### config.mk
export PLATFORM = sky130hd
export DESIGN_NAME = lifo_stack_with_value_removal_top
export DESIGN_NICKNAME = d
export VERILOG_FILES = /design/src/hw/rtl/lsvr_pkg.sv /design/src/hw/rtl/lsvr_ctrl.sv /design/src/hw/rtl/lsvr_datapath.sv /design/src/hw/rtl/lifo_stack_with_value_removal_top.sv
export SDC_FILE = /design/constraint.sdc
export NUM_CORES = 1
export LEC_CHECK = 0
export BUFFER_PORTS_ARGS = -buffer_cell sky130_fd_sc_hd__buf_2
export CORE_MARGIN = 2
export CORE_UTILIZATION = 63
export CTS_BUF_LIST = sky130_fd_sc_hd__clkbuf_8
export DETAILED_ROUTE_END_ITERATION = 8
export PLACE_DENSITY = 0.87
export SKIP_CTS_REPAIR_TIMING = 1
export SYNTH_ARGS = -nofsm -noshare
export SYNTH_HDL_FRONTEND = slang
export SYNTH_SLANG_ARGS = --single-unit
### constraint.sdc
create_clock -name clk -period 6.55 [get_ports clk]
set_input_delay 0.9825 -clock clk [delete_from_list [all_inputs] [get_ports clk]]
set_output_delay 0.9825 -clock clk [all_outputs]
set_load 0.01 [all_outputs]
### src/hw/rtl/lsvr_pkg.sv
// Shared types for the LIFO stack with value removal.
// Used by the controller, the datapath and the top level; no dependencies.
package lsvr_pkg;

    typedef enum logic [1:0] {
        CMD_PUSH   = 2'd0,
        CMD_POP    = 2'd1,
        CMD_REMOVE = 2'd2,
        CMD_NOP    = 2'd3
    } cmd_t;

    typedef enum logic [1:0] {
        ST_OK        = 2'd0,
        ST_FULL      = 2'd1,
        ST_EMPTY     = 2'd2,
        ST_NOT_FOUND = 2'd3
    } status_t;

    typedef enum logic [2:0] {
        S_IDLE,
        S_EXEC,
        S_POP_WAIT,
        S_SCAN,
        S_SHIFT
    } state_t;

    typedef enum logic [1:0] {
        PTR_HOLD,
        PTR_TOP,
        PTR_DEC,
        PTR_INC
    } ptr_op_t;

    typedef enum logic [1:0] {
        RD_ZERO,
        RD_ONES,
        RD_MEM
    } rd_sel_t;

    // Commands from the controller to the datapath.
    typedef struct packed {
        logic    load;
        ptr_op_t ptr_op;
        logic    rd_en;
        logic    wr_push;
        logic    wr_shift;
        logic    cnt_inc;
        logic    cnt_dec;
        logic    finish;
        status_t fin_status;
        rd_sel_t fin_rd;
    } dp_cmd_t;

    // Status from the datapath to the controller.
    typedef struct packed {
        logic full;
        logic empty;
        logic match;
        logic ptr_zero;
        logic more;
    } dp_stat_t;

endpackage

### src/hw/rtl/lsvr_ctrl.sv
// Controller state machine of the LIFO stack with value removal.
// Depends on lsvr_pkg; drives the datapath through dp_cmd_t and reads dp_stat_t.
module lsvr_ctrl (
    input  logic             clk,
    input  logic             rst_n,
    input  logic             start,
    input  logic [1:0]       command,
    input  lsvr_pkg::dp_stat_t stat,
    output lsvr_pkg::dp_cmd_t  cmd,
    output logic             busy
);
    import lsvr_pkg::*;

    state_t state_reg, state_next;
    cmd_t   op_reg, op_next;

    always_ff @(posedge clk or negedge rst_n)
    begin
        if (!rst_n)
        begin
            state_reg <= S_IDLE;
            op_reg    <= CMD_NOP;
        end
        else
        begin
            state_reg <= state_next;
            op_reg    <= op_next;
        end
    end

    assign busy = (state_reg != S_IDLE);

    always_comb
    begin
        state_next     = state_reg;
        op_next        = op_reg;
        cmd            = '0;
        cmd.ptr_op     = PTR_HOLD;
        cmd.fin_status = ST_OK;
        cmd.fin_rd     = RD_ZERO;
        unique case (state_reg)
            S_IDLE:
            begin
                if (start)
                begin
                    op_next    = cmd_t'(command);
                    cmd.load   = 1'b1;
                    state_next = S_EXEC;
                end
            end
            S_EXEC:
            begin
                unique case (op_reg)
                    CMD_PUSH:
                    begin
                        cmd.finish = 1'b1;
                        state_next = S_IDLE;
                        if (stat.full)
                        begin
                            cmd.fin_status = ST_FULL;
                        end
                        else
                        begin
                            cmd.wr_push = 1'b1;
                            cmd.cnt_inc = 1'b1;
                        end
                    end
                    CMD_POP:
                    begin
                        if (stat.empty)
                        begin
                            cmd.finish     = 1'b1;
                            cmd.fin_status = ST_EMPTY;
                            cmd.fin_rd     = RD_ONES;
                            state_next     = S_IDLE;
                        end
                        else
                        begin
                            cmd.ptr_op = PTR_TOP;
                            cmd.rd_en  = 1'b1;
                            cmd.cnt_dec = 1'b1;
                            state_next = S_POP_WAIT;
                        end
                    end
                    CMD_REMOVE:
                    begin
                        if (stat.empty)
                        begin
                            cmd.finish     = 1'b1;
                            cmd.fin_status = ST_NOT_FOUND;
                            state_next     = S_IDLE;
                        end
                        else
                        begin
                            cmd.ptr_op = PTR_TOP;
                            cmd.rd_en  = 1'b1;
                            state_next = S_SCAN;
                        end
                    end
                    CMD_NOP:
                    begin
                        cmd.finish = 1'b1;
                        state_next = S_IDLE;
                    end
                    default:
                    begin
                        cmd.finish = 1'b1;
                        state_next = S_IDLE;
                    end
                endcase
            end
            S_POP_WAIT:
            begin
                cmd.finish = 1'b1;
                cmd.fin_rd = RD_MEM;
                state_next = S_IDLE;
            end
            S_SCAN:
            begin
                // The entry under the pointer is in the read register this cycle.
                priority if (stat.match && stat.more)
                begin
                    cmd.ptr_op = PTR_INC;
                    cmd.rd_en  = 1'b1;
                    state_next = S_SHIFT;
                end
                else if (stat.match)
                begin
                    cmd.cnt_dec = 1'b1;
                    cmd.finish  = 1'b1;
                    state_next  = S_IDLE;
                end
                else if (stat.ptr_zero)
                begin
                    cmd.finish     = 1'b1;
                    cmd.fin_status = ST_NOT_FOUND;
                    state_next     = S_IDLE;
                end
                else
                begin
                    cmd.ptr_op = PTR_DEC;
                    cmd.rd_en  = 1'b1;
                end
            end
            S_SHIFT:
            begin
                // Move the entry under the pointer down by one place.
                cmd.wr_shift = 1'b1;
                if (stat.more)
                begin
                    cmd.ptr_op = PTR_INC;
                    cmd.rd_en  = 1'b1;
                end
                else
                begin
                    cmd.cnt_dec = 1'b1;
                    cmd.finish  = 1'b1;
                    state_next  = S_IDLE;
                end
            end
            default:
            begin
                state_next = S_IDLE;
            end
        endcase
    end

endmodule

### src/hw/rtl/lsvr_datapath.sv
// Datapath of the LIFO stack with value removal: entry memory, count, pointer
// and result registers. Depends on lsvr_pkg; commanded by lsvr_ctrl.
module lsvr_datapath #(
    parameter int DEPTH = 8
) (
    input  logic               clk,
    input  logic               rst_n,
    input  logic signed [31:0] value,
    input  lsvr_pkg::dp_cmd_t  cmd,
    output lsvr_pkg::dp_stat_t stat,
    output logic               done,
    output logic signed [31:0] read_value,
    output logic [1:0]         status,
    output logic [3:0]         depth_now
);
    import lsvr_pkg::*;

    localparam int AW = (DEPTH > 1) ? $clog2(DEPTH) : 1;
    localparam int CW = $clog2(DEPTH + 1);

    logic [31:0]   mem [DEPTH];
    logic [31:0]   rd_data_reg;
    logic [31:0]   val_reg;
    logic [CW-1:0] cnt_reg, cnt_next;
    logic [AW-1:0] ptr_reg, ptr_next;
    logic          done_reg;
    logic [31:0]   read_value_reg;
    status_t       status_reg;
    logic [AW-1:0] wr_addr;
    logic [31:0]   wr_data;
    logic [CW:0]   ptr_plus1;

    always_comb
    begin
        unique case (cmd.ptr_op)
            PTR_HOLD: ptr_next = ptr_reg;
            PTR_TOP:  ptr_next = AW'(cnt_reg - CW'(1));
            PTR_DEC:  ptr_next = ptr_reg - AW'(1);
            PTR_INC:  ptr_next = ptr_reg + AW'(1);
            default:  ptr_next = ptr_reg;
        endcase
    end

    always_comb
    begin
        cnt_next = cnt_reg;
        if (cmd.cnt_inc)
        begin
            cnt_next = cnt_reg + CW'(1);
        end
        else if (cmd.cnt_dec)
        begin
            cnt_next = cnt_reg - CW'(1);
        end
    end

    assign ptr_plus1     = (CW + 1)'(ptr_reg) + (CW + 1)'(1);
    assign stat.full     = (cnt_reg == CW'(DEPTH));
    assign stat.empty    = (cnt_reg == '0);
    assign stat.match    = (rd_data_reg == val_reg);
    assign stat.ptr_zero = (ptr_reg == '0);
    assign stat.more     = (ptr_plus1 < (CW + 1)'(cnt_reg));

    // A push writes at the count, a shift writes one place below the pointer.
    assign wr_addr = cmd.wr_push ? AW'(cnt_reg) : (ptr_reg - AW'(1));
    assign wr_data = cmd.wr_push ? val_reg : rd_data_reg;

    always_ff @(posedge clk)
    begin
        if (cmd.wr_push || cmd.wr_shift)
        begin
            mem[wr_addr] <= wr_data;
        end
        if (cmd.rd_en)
        begin
            rd_data_reg <= mem[ptr_next];
        end
        if (cmd.load)
        begin
            val_reg <= value;
        end
        if (cmd.finish)
        begin
            status_reg <= cmd.fin_status;
            unique case (cmd.fin_rd)
                RD_ZERO: read_value_reg <= '0;
                RD_ONES: read_value_reg <= '1;
                RD_MEM:  read_value_reg <= rd_data_reg;
                default: read_value_reg <= '0;
            endcase
        end
    end

    always_ff @(posedge clk or negedge rst_n)
    begin
        if (!rst_n)
        begin
            cnt_reg  <= '0;
            ptr_reg  <= '0;
            done_reg <= 1'b0;
        end
        else
        begin
            cnt_reg  <= cnt_next;
            ptr_reg  <= ptr_next;
            done_reg <= cmd.finish;
        end
    end

    assign done       = done_reg;
    assign read_value = read_value_reg;
    assign status     = status_reg;
    assign depth_now  = 4'(cnt_reg);

endmodule

### src/hw/rtl/lifo_stack_with_value_removal_top.sv
// LIFO stack with value removal. Push, the unused command, and pop or remove on an
// empty stack give their result from the execute state through the done register;
// a pop otherwise passes the pop-wait state, a remove the scan and shift states: the
// scan reads one entry per cycle from the single memory read port, then closing the
// gap moves one entry per cycle. A new transfer is taken in the cycle done is high.
// Reset (rst_n, async, active low) empties the stack; the receiver cannot stall.
module lifo_stack_with_value_removal_top #(
    parameter int DEPTH = 8
) (
    input  logic               clk,
    input  logic               rst_n,
    input  logic               start,
    output logic               busy,
    input  logic [1:0]         command,
    input  logic signed [31:0] value,
    output logic               done,
    output logic signed [31:0] read_value,
    output logic [1:0]         status,
    output logic [3:0]         depth_now
);
    import lsvr_pkg::*;

    dp_cmd_t  dp_cmd;
    dp_stat_t dp_stat;

    lsvr_ctrl u_ctrl (
        .clk     (clk),
        .rst_n   (rst_n),
        .start   (start),
        .command (command),
        .stat    (dp_stat),
        .cmd     (dp_cmd),
        .busy    (busy)
    );

    lsvr_datapath #(
        .DEPTH (DEPTH)
    ) u_datapath (
        .clk        (clk),
        .rst_n      (rst_n),
        .value      (value),
        .cmd        (dp_cmd),
        .stat       (dp_stat),
        .done       (done),
        .read_value (read_value),
        .status     (status),
        .depth_now  (depth_now)
    );

endmodule

==> impl_metrics.env, run 1 <==
export IMPL_timing_critical_path_buf_inv=1
export IMPL_synthCells=957
export IMPL_crit_arrival_ps=5310
export IMPL_p_leak_nw=5.75
export IMPL_antenna_found_initial=0
export IMPL_comb_power_share_pct=37.7
export IMPL_die_area_sq_mm=0.0247
export IMPL_ys_types=51
export IMPL_area_delta_synth_final_pct=12.2
export IMPL_post_route_period_util_pct=76.3
export IMPL_hold_violations=0
export IMPL_first_global_vias=9631
export IMPL_path_max_fanout=19
export IMPL_nFillCells=1412
export IMPL_slowest_stage="nand3_1"
export IMPL_routedWlPerCell_microns=25.4
export IMPL_dieWidth_microns=157
export IMPL_h_tree_depth=2
export IMPL_crit_chain="xor2_1 -> nor4_1 -> nand4_1 -> o31a_1 -> o2111a_1 -> a31oi_4 -> nand3_1 -> buf_4 -> o22ai_1 -> nor4_1"
export IMPL_die_y_microns=157
export IMPL_hpwlAfterDp_microns=20800
export IMPL_synth_seq_area_share_pct=74.1
export IMPL_top_usage_layer="met2"
export IMPL_syn_area_sq_mm=0.0148
export IMPL_nets=1109
export IMPL_syn_avg_cell_area_sq_um=15.5
export IMPL_crit_path_start_kind="flop"
export IMPL_antennaDiodeCount=0
export IMPL_grt_max_degree=60
export IMPL_worstSetupPathType="flop to flop"
export IMPL_final_layout_size_suffix_gt1_share_pct=20.1
export IMPL_yosysWarnings=0
export IMPL_cap_viol_max_count=0
export IMPL_pwr_share_seq_pct=42.4
export IMPL_drt_pass1_iter_count=5
export IMPL_met2_usage_pct=49.3
export IMPL_crit_required_ps=6860
export IMPL_critPathMaxStageDelay_ps=980
export IMPL_finalNonFillerCells=1416
export IMPL_ir_worst_vdd_uv=322
export IMPL_vias_per_cell=6.70
export IMPL_grt_pass1_wl_microns=53900
export IMPL_cts_tree="done"
export IMPL_vias=9482
export IMPL_synth_edff_count=354
export IMPL_clk_latency_ps=580
export IMPL_p_sw_share_pct=38.2
export IMPL_initial_core_util_pct=63.6
export IMPL_clock_sinks=367
export IMPL_r2r_end="u_datapath.rd_data_reg[14]$_DFFE_PP_"
export IMPL_synth_nets=1009
export IMPL_clkPwrFrac_pct=19.9
export IMPL_seq_area_sq_mm=0.0110
export IMPL_largest_register="u_datapath.mem"
export IMPL_crit_top_cell="nor4_1"
export IMPL_largest_reg_flops=256
export IMPL_period_minus_slack_ps=5000
export IMPL_max_freq_ghz=0.200
export IMPL_numCtsBuffers=56
export IMPL_ys_flop_type="edfxtp_1"
export IMPL_p_per_area_mw_per_mm2=541
export IMPL_core_sq_mm=0.0233
export IMPL_grt_ovfl_total=0
export IMPL_rr_worst_depth=10
export IMPL_synth_seq_cells=367
export IMPL_crit_path_end_kind="flop"
export IMPL_portBuffers=76
export IMPL_row_count=56
export IMPL_dp_cells=1318
export IMPL_crit_family="simple AND/OR/NAND/NOR gates"
export IMPL_reg2reg_from="u_datapath.val_reg[19]$_DFFE_PP_"
export IMPL_status="complete, no violations"
export IMPL_grtUsageMet3_pct=5.31
export IMPL_multiInputGateArea_sq_mm=0.00362
export IMPL_p_int_mw=5.55
export IMPL_clk_pin_slew_ps=60
export IMPL_setup_viol=0
export IMPL_grt_use_met1_pct=37.9
export IMPL_synthArstFlopShare_pct=3.54
export IMPL_ant_nets=0
export IMPL_root_buffer="clkbuf_8"
export IMPL_total_power_mw=8.98
export IMPL_tns_ps=0
export IMPL_drtIter0Drc=1269
export IMPL_drv_slew=0
export IMPL_drcViolationCount=0
export IMPL_skew_ps=20.2
export IMPL_slew_headroom_pct=12.3
export IMPL_grt_use_total_pct=29.5
export IMPL_drt_wl_total_microns=35900
export IMPL_rrSetupSlack_ps=1550
export IMPL_p_sw_mw=3.43
export IMPL_gp_congestion=0.852
export IMPL_worst_pin_slew_ps=1310
export IMPL_ioPinCount=77
export IMPL_hp_class="primary input to asynchronous set/reset pin"
export IMPL_clock_path_buffers=3
export IMPL_rsz0062_at_grt="no"
==> kinds of logic (layout without fill, tap and decap cells) <==
| logic type | after synthesis | in the layout | synth area share (%) |
|---|---|---|---|
| adder cells (fa/ha/maj) | 15 | 15 | 1.27 |
| buffers and inverters | 66 | 206 | 2.02 |
| XOR/XNOR | 37 | 37 | 2.19 |
| flip-flops | 367 | 367 | 74.1 |
| multiplexers | 39 | 39 | 2.94 |
| AND/OR/NAND/NOR | 140 | 140 | 4.79 |
| AO/OA/AOI/OAI | 293 | 293 | 12.7 |
==> how the worst max path moves through the flow <==
stage	endpoint	depth (start not counted)	slack (ps)	from
final	u_datapath.rd_data_reg[14]$_DFFE_PP_	10	1550	u_datapath.val_reg[19]$_DFFE_PP_
after floorplan	u_datapath.rd_data_reg[30]$_DFFE_PP_	13	1870	u_datapath.ptr_reg[0]$_DFF_PN0_
after detailed placement	u_datapath.rd_data_reg[14]$_DFFE_PP_	10	1860	u_datapath.val_reg[19]$_DFFE_PP_
after global placement	u_datapath.rd_data_reg[21]$_DFFE_PP_	10	2130	u_datapath.val_reg[19]$_DFFE_PP_
after global routing	u_datapath.rd_data_reg[22]$_DFFE_PP_	12	1600	u_datapath.ptr_reg[0]$_DFF_PN0_
after CTS	u_datapath.rd_data_reg[14]$_DFFE_PP_	10	1760	u_datapath.val_reg[19]$_DFFE_PP_
==> final cells by class <==
type / count / share of cell area, %
Clock inverter: 42 / 1.69
Tap cell: 319 / 2.41
Sequential cell: 367 / 66.0
Inverter: 16 / 0.362
Clock buffer: 56 / 4.65
Multi-Input combinational cell: 524 / 21.8
Timing Repair Buffer: 92 / 3.02
==> stage by stage <==
step	area (sq um)	hold WS, ps	setup slack [ps]	util, %
6_report	16600	300	1550	71.3
5_1_grt	16600	303	1600	71.3
3_3_place_gp	15500	537	2130	66.8
4_1_cts	16600	291	1760	71.3
2_1_floorplan	14800	496	1870	-
3_5_place_dp	15500	549	1860	66.8
==> worst reg2reg max path: cells and delay by family, from the launching register on <==
family	cells	cell delay [ps]
AOI/OAI and AO/OA	4	1390
xor gates and xnor gates	1	230
DFF	1	440
and+or+nand+nor	4	2110
buffers and inverters	1	580
==> routing by layer <==
metal / vias up / wire, microns
met5: - / 0
met2: 762 / 17700
met3: 114 / 4270
li1: 4036 / -
met1: 4570 / 12700
met4: 0 / 1280
==> cell usage after synthesis (2+ instances only) <==
library cell | number | area (sq um)
clkbuf_1 | 17 | 63.8
ha_1 | 15 | 188
xnor2_1 | 3 | 26.3
mux2_2 | 35 | 394
nor3_1 | 3 | 15.0
mux2i_1 | 4 | 40.0
and2_0 | 2 | 12.5
o22ai_1 | 96 | 601
nand4_1 | 2 | 12.5
nand2_1 | 14 | 52.6
inv_2 | 3 | 11.3
o211ai_1 | 4 | 30.0
and2_1 | 3 | 18.8
dfrtp_1 | 11 | 275
o21ai_0 | 9 | 45.0
edfxtp_1 | 354 | 10600
a211oi_1 | 2 | 15.0
nor2b_1 | 2 | 12.5
a21oi_1 | 101 | 505
nand3_1 | 7 | 35.0
a21o_1 | 33 | 248
dfstp_2 | 2 | 52.6
and3_1 | 3 | 18.8
inv_1 | 13 | 48.8
a31oi_1 | 4 | 25.0
buf_2 | 29 | 145
a22o_1 | 31 | 272
nor4_1 | 40 | 250
buf_4 | 4 | 30.0
nor2_1 | 55 | 206
o2111a_1 | 2 | 22.5
nand2b_1 | 2 | 12.5
xor2_1 | 34 | 298
==> placed cells by master (no fill, tap or decap), types with 4 or more instances in the layout <==
cell,Yosys,layout
o22ai_1,96,96
nor2_1,55,45
inv_1,13,30
a31oi_1,4,4
buf_4,4,16
mux2i_1,4,4
mux2_2,35,35
bufinv_16,0,4
dfrtp_1,11,11
nand2_1,14,14
a21o_1,33,33
a22o_1,31,31
o21ai_0,9,9
xor2_1,34,34
clkinv_1,0,12
edfxtp_1,354,354
a21oi_1,101,101
clkinv_2,0,7
ha_1,15,13
nand3_1,7,7
clkbuf_8,0,56
nor2_4,0,8
o211ai_1,4,4
nor4_1,40,40
buf_2,29,76
==> power groups by stage <==
stage | Combinational, mW | Clock, mW | Sequential (mW)
after floorplan | 2.14 | 0 | 3.84
after global placement | 3.14 | 0 | 3.81
after detailed placement | 3.28 | 0 | 3.84
after CTS | 3.31 | 1.79 | 3.80
after global routing | 3.57 | 1.90 | 3.85
final | 3.39 | 1.79 | 3.81
Power figures use the tool's default switching activity.
==> run 2, diff against run 1 <==
clock period = 4.9 ns   (was 6.55 ns; I/O delays follow)
==> run 2 against run 1 <==
  * Combinational power increased by 32%
  * Wire length is 0.95% higher
  * Sequential cell count did not move
  * Critical path type unchanged
  * Largest power group unchanged
==> impl_metrics.env, run 2 (synthesis results as in run 1) <==
export IMPL_place_area_sq_mm=0.0156
export IMPL_finalNonFillerCells=1423
export IMPL_initial_core_util_pct=63.6
export IMPL_ioPinCount=77
export IMPL_crit_path_end_kind="flop"
export IMPL_timing_critical_path_buf_inv=1
export IMPL_antenna_found_initial=0
export IMPL_crit_top_cell="nor4_1"
export IMPL_post_route_period_util_pct=89.2
export IMPL_drtIter0Drc=1224
export IMPL_core_sq_mm=0.0233
export IMPL_slowest_stage="buf_4"
export IMPL_ir_worst_vdd_uv=567
export IMPL_hpwlAfterDp_microns=20000
export IMPL_worstSetupPathType="flop to flop"
export IMPL_path_max_fanout=57
export IMPL_rsz0062_at_grt="no"
export IMPL_routedWlPerCell_microns=25.5
export IMPL_grt_use_total_pct=29.8
export IMPL_vias_per_cell=6.71
export IMPL_clk_latency_ps=590
export IMPL_grt_ovfl_total=0
export IMPL_period_minus_slack_ps=4370
export IMPL_die_y_microns=157
export IMPL_dieWidth_microns=157
export IMPL_ant_nets=0
export IMPL_final_cell_mix="354 x edfxtp_1, 101 x a21oi_1, 96 x o22ai_1"
export IMPL_die_area_sq_mm=0.0247
export IMPL_drt_wl_total_microns=36300
export IMPL_area_delta_synth_final_pct=12.5
export IMPL_critPathMaxStageDelay_ps=650
export IMPL_first_global_vias=9537
export IMPL_drcViolationCount=0
export IMPL_grt_pass1_wl_microns=53900
export IMPL_final_area_sq_mm=0.0166
export IMPL_crit_arrival_ps=4720
export IMPL_portBuffers=76
export IMPL_hold_violations=0
export IMPL_final_layout_size_suffix_gt1_share_pct=20.4
export IMPL_p_per_area_mw_per_mm2=716
export IMPL_setup_viol=0
export IMPL_status="complete, no violations"
export IMPL_antennaDiodeCount=0
export IMPL_row_count=56
export IMPL_nets=1114
export IMPL_final_common_cell="edfxtp_1"
export IMPL_worst_pin_slew_ps=1150
export IMPL_h_tree_depth=2
export IMPL_p_leak_nw=5.77
export IMPL_drt_pass1_iter_count=7
export IMPL_largest_reg_flops=256
export IMPL_cts_tree="done"
export IMPL_crit_path_start_kind="flop"
export IMPL_crit_chain="xor2_1 -> nor4_1 -> nand4_1 -> o31a_1 -> o2111a_1 -> a31oi_4 -> buf_4 -> a21oi_1 -> a22o_1 -> nor4_1"
export IMPL_skew_ps=28.0
export IMPL_numCtsBuffers=54
export IMPL_drv_slew=0
export IMPL_clock_sinks=367
export IMPL_clk_pin_slew_ps=60
export IMPL_root_buffer="clkbuf_8"
export IMPL_vias=9555
export IMPL_tns_ps=0
export IMPL_gp_congestion=0.830
export IMPL_crit_family="compound AO/OA/AOI/OAI gates"
export IMPL_crit_required_ps=5250
export IMPL_clock_path_buffers=3
export IMPL_slew_headroom_pct=23.1
export IMPL_max_freq_ghz=0.229
export IMPL_dp_cells=1325
export IMPL_cap_viol_max_count=0
export IMPL_largest_register="u_datapath.mem"
export IMPL_grt_max_degree=58
export IMPL_hp_class="primary input to asynchronous set/reset pin"
==> run 2: cell types whose count changed in the layout (fill, tap and decap cells not counted), sizes merged <==
cell and delta:
bufinv -1, clkbuf -1, clkinv +4, buf +7, inv -2
==> run 2: routing by layer <==
layer | global-route usage [%] | share of wire [%] | up-vias
met5 | 0 | 0 | -
met4 | 14.8 | 4.5 | 0
met3 | 7.08 | 12 | 132
met2 | 48.2 | 48 | 722
met1 | 38.1 | 35 | 4652
li1 | - | - | 4049
==> run 2: area by class of cell <==
cell class | count | area (sq um)
clock buffers | 55 | 757
clock inverters | 43 | 260
fillers | 1432 | 6630
inverters | 16 | 60.1
multi-input cells | 524 | 3620
flip-flops and latches | 367 | 11000
well taps | 319 | 399
repair buffers | 99 | 578
==> run 2: stage by stage <==
step                      setup slack [ps]  utilization, %  total power, mW  hold WS, ps
after floorplan                        219               -             7.99          439
after global placement                 771            67.1             9.36          531
after detailed placement               627            67.1             9.53          538
after CTS                              584            71.5             11.8         49.4
after global routing                   254            71.5             12.4         54.8
final                                  527            71.5             11.9         59.5
==> run 2: where the power goes <==
part | total (mW) | switching, mW | internal, mW
Combinational | 4.49 | 3.05 | 1.44
Clock | 2.32 | 1.12 | 1.20
Sequential | 5.09 | 0.360 | 4.73
==> run 2: worst paths after layout <==
path	start	end	slack, ps	depth (start not counted)
min in group clk	value[8]	u_datapath.val_reg[8]$_DFFE_PP_	320	1
max in group asynchronous	rst_n	u_ctrl.op_reg[1]$_DFFE_PN1P_	4550	1
min	rst_n	u_datapath.done$_DFF_PN0_	60	1
max reg2reg	u_datapath.rd_data_reg[17]$_DFFE_PP_	u_datapath.rd_data_reg[24]$_DFFE_PP_	530	10
max	u_datapath.rd_data_reg[17]$_DFFE_PP_	u_datapath.rd_data_reg[24]$_DFFE_PP_	530	10
min reg2reg	u_ctrl.state_reg[1]$_DFFE_PN0P_	u_ctrl.state_reg[0]$_DFFE_PN0P_	560	1
==> run 3, diff against run 2 <==
CORE_UTILIZATION = 30   (was 63)
MAX_ROUTING_LAYER = met4   (was not set)
PLACE_DENSITY = 0.5   (was 0.87)
==> run 3 against run 2 <==
  * Largest cell class unchanged
  * Cell count increased by 26%
  * Total power increased by 4.0%
  * Sequential power about the same
  * Largest power group unchanged
  * Non-clock buffer count increased by 12
  * Hold slack got worse by 21 ps
==> impl_metrics.env, run 3 (synthesis results as in run 1) <==
export IMPL_status="complete, no violations"
export IMPL_row_count=81
export IMPL_area_delta_synth_final_pct=17.0
export IMPL_final_area_sq_mm=0.0173
export IMPL_final_cell_mix="354 x edfxtp_1, 101 x a21oi_1, 96 x o22ai_1"
export IMPL_crit_required_ps=5280
export IMPL_setup_viol=0
export IMPL_clock_path_buffers=3
export IMPL_ioPinCount=77
export IMPL_crit_path_end_kind="flop"
export IMPL_antennaDiodeCount=0
export IMPL_core_sq_mm=0.0488
export IMPL_crit_arrival_ps=4540
export IMPL_first_global_vias=9269
export IMPL_hold_violations=0
export IMPL_numCtsBuffers=66
export IMPL_p_per_area_mw_per_mm2=716
export IMPL_routedWlPerCell_microns=24.0
export IMPL_max_freq_ghz=0.240
export IMPL_worst_slack_ps=741
export IMPL_cap_viol_max_count=0
export IMPL_tns_ps=0
export IMPL_h_tree_depth=3
export IMPL_worstSetupPathType="flop to flop"
export IMPL_multiInputGateArea_sq_mm=0.00362
export IMPL_final_common_cell="edfxtp_1"
export IMPL_drcViolationCount=0
export IMPL_hp_class="primary input to asynchronous set/reset pin"
export IMPL_place_area_sq_mm=0.0162
export IMPL_p_leak_nw=5.91
export IMPL_hpwlAfterDp_microns=24400
export IMPL_total_power_mw=12.4
export IMPL_skew_ps=21.9
export IMPL_initial_core_util_pct=30.3
export IMPL_clk_latency_ps=600
export IMPL_path_max_fanout=24
export IMPL_post_route_period_util_pct=84.9
export IMPL_clk_pin_slew_ps=60
export IMPL_portBuffers=76
export IMPL_clock_sinks=367
export IMPL_hold_worst_slack_ps=38.3
export IMPL_die_y_microns=226
export IMPL_crit_path_start_kind="flop"
export IMPL_vias=9083
export IMPL_drt_wl_total_microns=43000
export IMPL_final_core_util_pct=35.4
export IMPL_largest_reg_flops=256
export IMPL_grt_pass1_wl_microns=62100
export IMPL_grt_max_degree=33
export IMPL_worst_pin_slew_ps=893
export IMPL_dp_cells=1682
export IMPL_period_minus_slack_ps=4160
export IMPL_antenna_found_initial=0
export IMPL_finalNonFillerCells=1792
export IMPL_nets=1138
export IMPL_drtIter0Drc=768
export IMPL_place_ws_ps=816
export IMPL_rsz0062_at_grt="no"
export IMPL_grt_use_total_pct=17.4
export IMPL_slew_headroom_pct=39.9
export IMPL_drv_slew=0
export IMPL_ant_nets=0
export IMPL_final_layout_size_suffix_gt1_share_pct=21.6
export IMPL_die_area_sq_mm=0.0511
export IMPL_cts_tree="done"
export IMPL_root_buffer="clkbuf_8"
export IMPL_nFillCells=4767
export IMPL_drt_pass1_iter_count=5
export IMPL_grt_ovfl_total=0
export IMPL_dieWidth_microns=226
export IMPL_gp_congestion=0.775
export IMPL_seq_area_sq_mm=0.0110
export IMPL_ir_worst_vdd_uv=392
export IMPL_largest_register="u_datapath.mem"
export IMPL_vias_per_cell=5.07
## run 3: metal layers
metal,GRT usage [%],vias to the layer above,routed length (microns)
met5,-,-,0
met1,22.4,4644,19000
met2,27.8,286,20800
met3,3.23,60,2340
li1,-,4093,-
met4,5.84,0,897
## run 3: layout make-up
cell class	count	share of cell area, %
timing repair buffer	111	4.15
inverter	16	0.347
clock buffer	67	5.33
clock inverter	43	1.11
multi-input combinational	524	20.9
tap	664	4.80
sequential	367	63.3
## run 3: final timing paths
kind                                                startpoint                                   to  slack [ps]  cells past startpoint
setup / recovery           u_datapath.rd_data_reg[7]$_DFFE_PP_  u_datapath.rd_data_reg[3]$_DFFE_PP_         740                     11
hold / removal                                           rst_n      u_datapath.ptr_reg[2]$_DFF_PN0_          40                      1
setup reg to reg           u_datapath.rd_data_reg[7]$_DFFE_PP_  u_datapath.rd_data_reg[3]$_DFFE_PP_         740                     11
hold reg to reg                u_ctrl.state_reg[1]$_DFFE_PN0P_      u_ctrl.state_reg[0]$_DFFE_PN0P_         540                      1
max in group asynchronous                                rst_n         u_ctrl.op_reg[1]$_DFFE_PN1P_        4570                      1
min in group clk                                     value[22]     u_datapath.val_reg[22]$_DFFE_PP_         310                      1
## run 3: where the power goes
group          leakage, nW  total [mW]  internal [mW]  switching, mW
clock network        0.643        2.49           1.27           1.23
registers             3.39        5.08           4.73          0.346
logic                 1.88        4.81           1.54           3.28
## run 3: critical path, cell delays in order, from the launching register on
cell and delay, ps:
edfxtp_1 440, xor2_1 220, nor4_1 790, nand4_1 320, o31a_1 480, nand2b_4 200, a311oi_2 360, inv_2 140
nand3_1 130, buf_4 400, o22ai_1 160, nor4_1 310
